**src/rtl/motor_command_string_parser_assert.svh**
```systemverilog
// ----------------------------------------------------------------------------
// Motor command string parser assertion macros
// Concurrent assertion wrappers that compile away for synthesis.
// ----------------------------------------------------------------------------
`ifndef MOTOR_COMMAND_STRING_PARSER_ASSERT_SVH
`define MOTOR_COMMAND_STRING_PARSER_ASSERT_SVH

`ifndef SYNTHESIS

`define MCSP_ASSERT_NOW(label, clk, rst, ante, cons) \
   label: assert property (@(posedge clk) disable iff (rst) (ante) |-> (cons)) \
      else $error("motor command string parser assertion failed");

`define MCSP_ASSERT_NEXT(label, clk, rst, ante, cons) \
   label: assert property (@(posedge clk) disable iff (rst) (ante) |=> (cons)) \
      else $error("motor command string parser assertion failed");

`else

`define MCSP_ASSERT_NOW(label, clk, rst, ante, cons)

`define MCSP_ASSERT_NEXT(label, clk, rst, ante, cons)

`endif

`endif

```
**src/rtl/mcsp_pkg.sv**
```systemverilog
// ----------------------------------------------------------------------------
// Motor command string parser package
// Command kinds, parser codes, character constants and shared types.
// ----------------------------------------------------------------------------
`default_nettype none

package mcsp_pkg;

   localparam int OUT_BITS = 32;

   localparam logic [2:0] KIND_NONE  = 3'd0;
   localparam logic [2:0] KIND_SPEED = 3'd1;
   localparam logic [2:0] KIND_FWD   = 3'd2;
   localparam logic [2:0] KIND_REV   = 3'd3;
   localparam logic [2:0] KIND_STOP  = 3'd4;
   localparam logic [2:0] KIND_LIST  = 3'd5;
   localparam logic [2:0] KIND_LPEND = 3'd6;

   localparam logic [1:0] POS_START = 2'd0;
   localparam logic [1:0] POS_FIRST = 2'd1;
   localparam logic [1:0] POS_REST  = 2'd2;

   localparam logic [1:0] PHASE_SPACE  = 2'd0;
   localparam logic [1:0] PHASE_SIGN   = 2'd1;
   localparam logic [1:0] PHASE_DIGITS = 2'd2;
   localparam logic [1:0] PHASE_DONE   = 2'd3;

   localparam logic [7:0] CHAR_NUL     = 8'h00;
   localparam logic [7:0] CHAR_TAB     = 8'h09;
   localparam logic [7:0] CHAR_CR      = 8'h0D;
   localparam logic [7:0] CHAR_SPACE   = 8'h20;
   localparam logic [7:0] CHAR_PLUS    = 8'h2B;
   localparam logic [7:0] CHAR_MINUS   = 8'h2D;
   localparam logic [7:0] CHAR_ZERO    = 8'h30;
   localparam logic [7:0] CHAR_NINE    = 8'h39;
   localparam logic [7:0] CHAR_UPPER_F = 8'h46;
   localparam logic [7:0] CHAR_UPPER_L = 8'h4C;
   localparam logic [7:0] CHAR_UPPER_R = 8'h52;
   localparam logic [7:0] CHAR_UPPER_S = 8'h53;
   localparam logic [7:0] CHAR_UPPER_X = 8'h58;
   localparam logic [7:0] CHAR_LOWER_A = 8'h61;
   localparam logic [7:0] CHAR_LOWER_Z = 8'h7A;
   localparam logic [7:0] CASE_OFFSET  = 8'h20;

   typedef struct packed {
      logic       is_zero;
      logic       is_space;
      logic       is_digit;
      logic [3:0] digit;
      logic       is_plus;
      logic       is_minus;
      logic       is_s;
      logic [2:0] first_class;
   } char_info_type;

   typedef struct packed {
      logic [2:0]          kind;
      logic [OUT_BITS-1:0] value;
   } result_type;

endpackage

`default_nettype wire

```
**src/rtl/mcsp_char_decode.sv**
```systemverilog
// ----------------------------------------------------------------------------
// Motor command string parser character decoder
// Classifies one command byte: terminator, white space, sign, digit, letter.
// ----------------------------------------------------------------------------
`default_nettype none

module mcsp_char_decode (
   input  wire logic [7:0]            char_byte,
   output mcsp_pkg::char_info_type    info
);

   logic [7:0] upper;
   logic [7:0] digit_full;

   always_comb begin
      if (char_byte inside {[mcsp_pkg::CHAR_LOWER_A:mcsp_pkg::CHAR_LOWER_Z]}) begin
         upper = char_byte - mcsp_pkg::CASE_OFFSET;
      end else begin
         upper = char_byte;
      end
   end

   assign digit_full = char_byte - mcsp_pkg::CHAR_ZERO;

   always_comb begin
      info.is_zero  = (char_byte == mcsp_pkg::CHAR_NUL);
      info.is_space = (char_byte == mcsp_pkg::CHAR_SPACE) ||
                      (char_byte inside {[mcsp_pkg::CHAR_TAB:mcsp_pkg::CHAR_CR]});
      info.is_digit = char_byte inside {[mcsp_pkg::CHAR_ZERO:mcsp_pkg::CHAR_NINE]};
      info.digit    = digit_full[3:0];
      info.is_plus  = (char_byte == mcsp_pkg::CHAR_PLUS);
      info.is_minus = (char_byte == mcsp_pkg::CHAR_MINUS);
      info.is_s     = (upper == mcsp_pkg::CHAR_UPPER_S);
      case (upper)
         mcsp_pkg::CHAR_UPPER_L: info.first_class = mcsp_pkg::KIND_LPEND;
         mcsp_pkg::CHAR_UPPER_S: info.first_class = mcsp_pkg::KIND_SPEED;
         mcsp_pkg::CHAR_UPPER_F: info.first_class = mcsp_pkg::KIND_FWD;
         mcsp_pkg::CHAR_UPPER_R: info.first_class = mcsp_pkg::KIND_REV;
         mcsp_pkg::CHAR_UPPER_X: info.first_class = mcsp_pkg::KIND_STOP;
         default:                info.first_class = mcsp_pkg::KIND_NONE;
      endcase
   end

endmodule

`default_nettype wire

```
**src/rtl/mcsp_parse.sv**
```systemverilog
// ----------------------------------------------------------------------------
// Motor command string parser state
// Holds the per-string parse state and the saturating decimal accumulator,
// and forms the command result when the terminating byte is processed.
// ----------------------------------------------------------------------------
`default_nettype none

module mcsp_parse #(
   parameter int VALUE_BITS = 32
) (
   input  wire logic                    clock,
   input  wire logic                    reset,
   input  wire logic                    advance,
   input  wire mcsp_pkg::char_info_type info,
   output mcsp_pkg::result_type         result
);

   localparam int EXT_BITS  = VALUE_BITS + 4;
   localparam int WIDE_BITS = (VALUE_BITS > mcsp_pkg::OUT_BITS) ?
                              VALUE_BITS : mcsp_pkg::OUT_BITS;

   logic [1:0]            pos_ff,   pos_in;
   logic [2:0]            class_ff, class_in;
   logic [1:0]            phase_ff, phase_in;
   logic                  neg_ff,   neg_in;
   logic [VALUE_BITS-1:0] mag_ff,   mag_in;
   logic                  sat_ff,   sat_in;

   logic [VALUE_BITS-1:0] half;
   logic [VALUE_BITS-1:0] limit;
   logic [EXT_BITS-1:0]   mag_ext;
   logic [EXT_BITS-1:0]   product;
   logic                  overflow;
   logic                  take_digit;
   logic [WIDE_BITS-1:0]  mag_wide;
   logic [WIDE_BITS-1:0]  mag_neg;

   assign half     = {1'b1, {(VALUE_BITS-1){1'b0}}};
   assign limit    = half - VALUE_BITS'(!neg_ff);
   assign mag_ext  = EXT_BITS'(mag_ff);
   assign product  = (mag_ext << 3) + (mag_ext << 1) + EXT_BITS'(info.digit);
   assign overflow = product > EXT_BITS'(limit);

   always_comb begin
      pos_in     = pos_ff;
      class_in   = class_ff;
      phase_in   = phase_ff;
      neg_in     = neg_ff;
      mag_in     = mag_ff;
      sat_in     = sat_ff;
      take_digit = 1'b0;
      if (advance) begin
         if (info.is_zero) begin
            pos_in   = mcsp_pkg::POS_START;
            class_in = mcsp_pkg::KIND_NONE;
            phase_in = mcsp_pkg::PHASE_SPACE;
            neg_in   = 1'b0;
            mag_in   = '0;
            sat_in   = 1'b0;
         end else if (pos_ff == mcsp_pkg::POS_START) begin
            class_in = info.first_class;
            pos_in   = mcsp_pkg::POS_FIRST;
         end else begin
            pos_in = mcsp_pkg::POS_REST;
            if (pos_ff == mcsp_pkg::POS_FIRST && class_ff == mcsp_pkg::KIND_LPEND) begin
               class_in = info.is_s ? mcsp_pkg::KIND_LIST : mcsp_pkg::KIND_NONE;
            end
            if (class_ff == mcsp_pkg::KIND_SPEED) begin
               case (phase_ff)
                  mcsp_pkg::PHASE_SPACE: begin
                     if (info.is_space) begin
                        phase_in = mcsp_pkg::PHASE_SPACE;
                     end else if (info.is_plus) begin
                        phase_in = mcsp_pkg::PHASE_SIGN;
                     end else if (info.is_minus) begin
                        neg_in   = 1'b1;
                        phase_in = mcsp_pkg::PHASE_SIGN;
                     end else if (info.is_digit) begin
                        take_digit = 1'b1;
                        phase_in   = mcsp_pkg::PHASE_DIGITS;
                     end else begin
                        phase_in = mcsp_pkg::PHASE_DONE;
                     end
                  end
                  mcsp_pkg::PHASE_SIGN, mcsp_pkg::PHASE_DIGITS: begin
                     if (info.is_digit) begin
                        take_digit = 1'b1;
                        phase_in   = mcsp_pkg::PHASE_DIGITS;
                     end else begin
                        phase_in = mcsp_pkg::PHASE_DONE;
                     end
                  end
                  default: begin
                     phase_in = phase_ff;
                  end
               endcase
               if (take_digit && !sat_ff) begin
                  if (overflow) begin
                     mag_in = limit;
                     sat_in = 1'b1;
                  end else begin
                     mag_in = product[VALUE_BITS-1:0];
                  end
               end
            end
         end
      end
   end

   always_ff @(posedge clock) begin
      if (reset) begin
         pos_ff   <= mcsp_pkg::POS_START;
         class_ff <= mcsp_pkg::KIND_NONE;
         phase_ff <= mcsp_pkg::PHASE_SPACE;
         neg_ff   <= 1'b0;
         mag_ff   <= '0;
         sat_ff   <= 1'b0;
      end else begin
         pos_ff   <= pos_in;
         class_ff <= class_in;
         phase_ff <= phase_in;
         neg_ff   <= neg_in;
         mag_ff   <= mag_in;
         sat_ff   <= sat_in;
      end
   end

   assign mag_wide = WIDE_BITS'(mag_ff);
   assign mag_neg  = '0 - mag_wide;

   always_comb begin
      result.kind  = mcsp_pkg::KIND_NONE;
      result.value = '0;
      if (pos_ff != mcsp_pkg::POS_START) begin
         if (class_ff == mcsp_pkg::KIND_SPEED) begin
            if (pos_ff == mcsp_pkg::POS_REST) begin
               result.kind  = mcsp_pkg::KIND_SPEED;
               result.value = neg_ff ? mag_neg[mcsp_pkg::OUT_BITS-1:0] :
                                       mag_wide[mcsp_pkg::OUT_BITS-1:0];
            end
         end else if (class_ff <= mcsp_pkg::KIND_LIST) begin
            result.kind = class_ff;
         end
      end
   end

endmodule

`default_nettype wire

```
**src/rtl/motor_command_string_parser.sv**
```systemverilog
// ----------------------------------------------------------------------------
// Motor command string parser
// Parses a command string one byte per transaction; each terminating zero
// byte yields one transaction carrying the command kind and signed speed.
//
//   Channel   Ports                                         Direction  Meaning
//   req       req_valid/ready, req_char_byte                in         one command byte
//   rsp       rsp_valid/ready, rsp_command_kind/speed_value out        one parsed command
//
// One byte is accepted per cycle unless a held terminator stalls; each byte
// is applied to the parse state from the input register, and a terminator's
// result loads the output register as it is applied, which drives rsp_valid.
// Synchronous reset clears the parse state and both stage valid bits.
// While a result waits, only a terminating byte is held back; other bytes keep
// flowing until a held terminator fills the input register.
// ----------------------------------------------------------------------------
`default_nettype none

`include "motor_command_string_parser_assert.svh"

module motor_command_string_parser #(
   parameter int VALUE_BITS = 32
) (
   input  wire logic        clock,
   input  wire logic        reset,
   input  wire logic        req_valid,
   output logic             req_ready,
   input  wire logic [7:0]  req_char_byte,
   output logic             rsp_valid,
   input  wire logic        rsp_ready,
   output logic [2:0]       rsp_command_kind,
   output logic signed [mcsp_pkg::OUT_BITS-1:0] rsp_speed_value
);

   logic                          in_vld_ff, in_vld_in;
   logic [7:0]                    in_byte_ff, in_byte_in;
   logic                          out_vld_ff, out_vld_in;
   logic [2:0]                    out_kind_ff, out_kind_in;
   logic [mcsp_pkg::OUT_BITS-1:0] out_value_ff, out_value_in;

   mcsp_pkg::char_info_type info;
   mcsp_pkg::result_type    result;
   logic                    process;
   logic                    out_load;

   mcsp_char_decode u_decode (
      .char_byte (in_byte_ff),
      .info      (info)
   );

   mcsp_parse #(
      .VALUE_BITS (VALUE_BITS)
   ) u_parse (
      .clock   (clock),
      .reset   (reset),
      .advance (process),
      .info    (info),
      .result  (result)
   );

   assign process   = in_vld_ff && (!info.is_zero || !out_vld_ff || rsp_ready);
   assign out_load  = process && info.is_zero;
   assign req_ready = !in_vld_ff || process;

   always_comb begin
      in_vld_in    = req_ready ? req_valid : in_vld_ff;
      in_byte_in   = (req_valid && req_ready) ? req_char_byte : in_byte_ff;
      out_vld_in   = out_load ? 1'b1 : (rsp_ready ? 1'b0 : out_vld_ff);
      out_kind_in  = out_load ? result.kind : out_kind_ff;
      out_value_in = out_load ? result.value : out_value_ff;
   end

   always_ff @(posedge clock) begin
      if (reset) begin
         in_vld_ff  <= 1'b0;
         out_vld_ff <= 1'b0;
      end else begin
         in_vld_ff  <= in_vld_in;
         out_vld_ff <= out_vld_in;
      end
   end

   always_ff @(posedge clock) begin
      in_byte_ff   <= in_byte_in;
      out_kind_ff  <= out_kind_in;
      out_value_ff <= out_value_in;
   end

   assign rsp_valid        = out_vld_ff;
   assign rsp_command_kind = out_kind_ff;
   assign rsp_speed_value  = out_value_ff;

   `MCSP_ASSERT_NEXT(a_terminator_loads_result, clock, reset, out_load, out_vld_ff)
   `MCSP_ASSERT_NOW(a_value_only_for_speed, clock, reset, out_vld_ff && out_kind_ff != mcsp_pkg::KIND_SPEED, out_value_ff == '0)
   `MCSP_ASSERT_NOW(a_kind_in_range, clock, reset, out_vld_ff, out_kind_ff <= mcsp_pkg::KIND_LIST)

endmodule

`default_nettype wire

```
**config.mk**
```make
export PLATFORM = sky130hd
export DESIGN_NAME = motor_command_string_parser
export DESIGN_NICKNAME = d
export VERILOG_FILES = /design/src/rtl/mcsp_pkg.sv /design/src/rtl/mcsp_char_decode.sv /design/src/rtl/mcsp_parse.sv /design/src/rtl/motor_command_string_parser.sv
export VERILOG_INCLUDE_DIRS = /design/src /design/src/rtl
export SDC_FILE = /design/constraint.sdc
export NUM_CORES = 1
export LEC_CHECK = 0
export BUFFER_PORTS_ARGS = -buffer_cell sky130_fd_sc_hd__buf_2
export CAP_MARGIN = 15
export CORE_MARGIN = 5
export CORE_UTILIZATION = 35
export CTS_CLUSTER_SIZE = 10
export DETAILED_ROUTE_END_ITERATION = 8
export PLACE_DENSITY = 0.56
export SETUP_SLACK_MARGIN = 0.3
export SYNTH_ARGS = -nofsm -noshare
export SYNTH_HDL_FRONTEND = slang
export SYNTH_HIERARCHICAL = 1
export SYNTH_SLANG_ARGS = --single-unit
```
**constraint.sdc**
```tcl
create_clock -name clock -period 6.4 [get_ports clock]
set_input_delay 0.96 -clock clock [delete_from_list [all_inputs] [get_ports clock]]
set_output_delay 0.96 -clock clock [all_outputs]
set_load 0.02 [all_outputs]
```
==> flow_summary.yaml <==
critical_path:
  reg2reg_depth: 18
  timing.rr.start: "in_byte_ff[3]"
  critPathArrivalTime_ps: 5890
  path_max_fanout: 31
  crit_required_ps: 6620
  rr_endpoint: "u_parse/mag_ff[16]"
  start_kind: "flop"
  reg2reg_slack_ps: 720
  critical_path_class: "flop to flop"
  cp-end-kind: "flop"
cts:
  clkSinkCount: 86
  clock_path_buffers: 2
  cts_tree: "yes"
  clk-insertion-delay-late_ps: 350
  cts_hold_buffers: 0
  clockRootBuffer: "clkbuf_16"
  numCtsBuffers: 9
  cts.htree.levels: 3
  path_clk_slew_ps: 60
global_routing:
  met1_usage_pct: 22.2
  antenna_found_initial: 0
  met2_usage_pct: 25.0
  grt_remaining_overflow: 0
  grt_first_pass_wirelength_um: 31800
  grt.total_usage_pct: 15.6
  busiest_layer: "met2"
  grt_pass1_vias: 6144
  use_met3_pct: 2.41
  grt_max_degree: 61
synthesis:
  ys.flop_type: "edfxtp_1"
  yosysSeqAreaShare_pct: 28.0
  yosysWarnings: 6
  async_reset_ff_share_pct: 0
  syn_nets: 961
  synth_edf_count: 43
  synth_cell_type_count: 84
  synth-seq-cells: 86
  syn_area_per_cell_um2: 9.08
  netlist_instances: 847
  syn-cell-area_mm2: 0.00769
timing:
  final.min_clock_period_ps: 5680
  final.setup.worst_slack_ps: 724
  setup_viol_count_final: 0
  fin_tns_setup_ps: 0
  fin_crit_sh_pct: 88.7
  slew_headroom_pct: 39.4
  finalHoldViolations: 0
  maxSlewViolCount: 0
  fmax_mhz: 176
  tightestPinTransition_ps: 908
  rsz0062_at_grt: "no"
  hold-worst-slack_ps: 483
  skew_ps: 15.8
placed_design:
  io_buffers: 48
  place_ws_ps: 601
  dpl.hpwl_um: 14900
  dpl.cell_count: 1144
  gp_congestion: 0.865
power:
  powerDensity_mw_per_mm2: 142
  peakVddDrop_v: 0.000114
  cellLeakagePower_nw: 3.83
status:
  outcome: "completed"
floorplanning:
  dieHeight_um: 158
  die_w_um: 158
  design.die.area_mm2: 0.0250
  core_mm2: 0.0218
  start_util_pct: 35.3
  rows: 54
  ios: 49
routing:
  firstDrtPassIters: 5
  drt_iter0_drc: 356
  wl_per_cell_um: 16.9
  drc_errors: 0
  drtAntennaViolNets: 0
  vias_per_cell: 5.52
  vias: 6411
  wl_um: 19700
layout:
  finalNonFillerCells: 1162
  drive_gt1_share_pct: 16.2
  layout.nets: 991
  diodes: 0
  area_growth_pct: 10.5
min_path:
  min_to: "u_parse/sat_ff"
  hold_path_class: "flop to flop"
  whs_path_depth: 2
  min_from: "u_parse/sat_ff"
run:
  cap_violations: 0
-- cells by family (layout without fill, tap and decap cells) --
| kind of cell | after synthesis | after routing | synth area share, % |
|---|---|---|---|
| AO/OA/AOI/OAI | 224 | 224 | 23.3 |
| XOR/XNOR | 58 | 58 | 6.61 |
| buffers and inverters | 91 | 125 | 5.61 |
| adder cells (fa/ha/maj) | 102 | 102 | 16.8 |
| multiplexers | 5 | 5 | 0.716 |
| AND/OR/NAND/NOR | 281 | 282 | 19.0 |
| flip-flops | 86 | 86 | 28.0 |
-- cell usage after synthesis, drive strengths merged, types with 10 or more instances --
cell type	count	area (µm²)
xor2	41	359
nor2	67	251
nor3	23	115
o21ai	41	205
inv	54	203
dfxtp	43	861
edfxtp	43	1290
o31ai	11	96.3
o211ai	42	493
buf	22	173
nand3	22	138
nand2	79	299
ha	100	1250
nand4	24	150
clkbuf	15	56.3
a211oi	10	90.1
a21oi	55	298
a21o	16	121
xnor2	17	149
-- worst max-delay path, cell delays in order, from the launching register on --
cell and delay (ps):
edfxtp_1 540, fa_1 580, fa_1 480, a21o_1 190, a221o_1 390, o211a_1 250
nor2_1 240, o21ai_0 180, a21oi_1 260, xnor2_1 190, inv_1 80, ha_1 320
nand4_1 160, nor4_1 380, a22oi_1 210, a21bo_2 290, o41ai_4 370, buf_12 300
o211ai_2 120
-- state kept, by name, indices dropped and copies added (netlist names) --
signal and cells:
u_parse/mag_ff 32, u_parse/pos_ff 2, u_parse/phase_ff 2, u_parse/neg_ff 1, rsp_valid 1, in_vld_ff 1, u_parse/class_ff 3, in_byte_ff 8
rsp_command_kind 3, rsp_speed_value 32, u_parse/sat_ff 1
-- layout make-up --
| type | instances | area, µm² |
|---|---|---|
| clock inverter | 6 | 73.8 |
| fill | 2208 | 13300 |
| tap | 280 | 350 |
| multi-input combinational | 671 | 5140 |
| sequential | 86 | 2150 |
| inverter | 54 | 203 |
| clock buffer | 10 | 250 |
| timing repair buffer | 55 | 318 |
-- per-stage QoR --
stage | total power, mW | util [%] | cell area [µm²]
floorplan | 0.636 | - | 7690
finish | 1.21 | 39.0 | 8490
global route | 1.26 | 39.0 | 8490
global placement | 0.647 | 37.3 | 8120
detailed placement | 0.647 | 37.3 | 8120
CTS | 1.23 | 38.8 | 8450
-- worst max path at each step --
stage	start	slack (ps)	end
6_report	in_byte_ff[3]	720	u_parse/mag_ff[16]
5_1_grt	in_byte_ff[3]	330	u_parse/mag_ff[15]
4_1_cts	in_byte_ff[3]	580	u_parse/mag_ff[14]
3_5_place_dp	in_byte_ff[3]	600	u_parse/mag_ff[29]
3_3_place_gp	in_byte_ff[3]	710	u_parse/mag_ff[20]
2_1_floorplan	in_byte_ff[3]	1280	u_parse/mag_ff[15]
-- where the power goes --
group	switching, mW	internal [mW]	leakage (nW)
Sequential	0.0123	0.581	0.683
Combinational	0.0249	0.0169	2.99
Clock	0.243	0.332	0.153
Total	0.280	0.930	3.83
-- layer usage --
layer	share of wire, %	wire length (µm)
met1	49	9730
met2	45	8840
met3	4.5	877
met4	1.1	212
met5	0	0
-- timing repair --
| action | in CTS | in global routing |
|---|---|---|
| gates resized for setup | 0 | 2 |
| endpoints found under the setup margin | 0 | 28 |
| buffers inserted | 0 | 1 |
-- cells in the final DEF, fill, tap and decap left out, drive strengths merged, types with 11 or more instances in the layout --
cell	n
ha	100
nand2	79
nor2	67
inv	57
a21oi	55
buf	55
edfxtp	43
dfxtp	43
o211ai	42
xor2	41
o21ai	41
nand4	24
nor3	23
nand3	23
xnor2	17
a21o	16
o31ai	11
(Power assumes the default switching activity.)
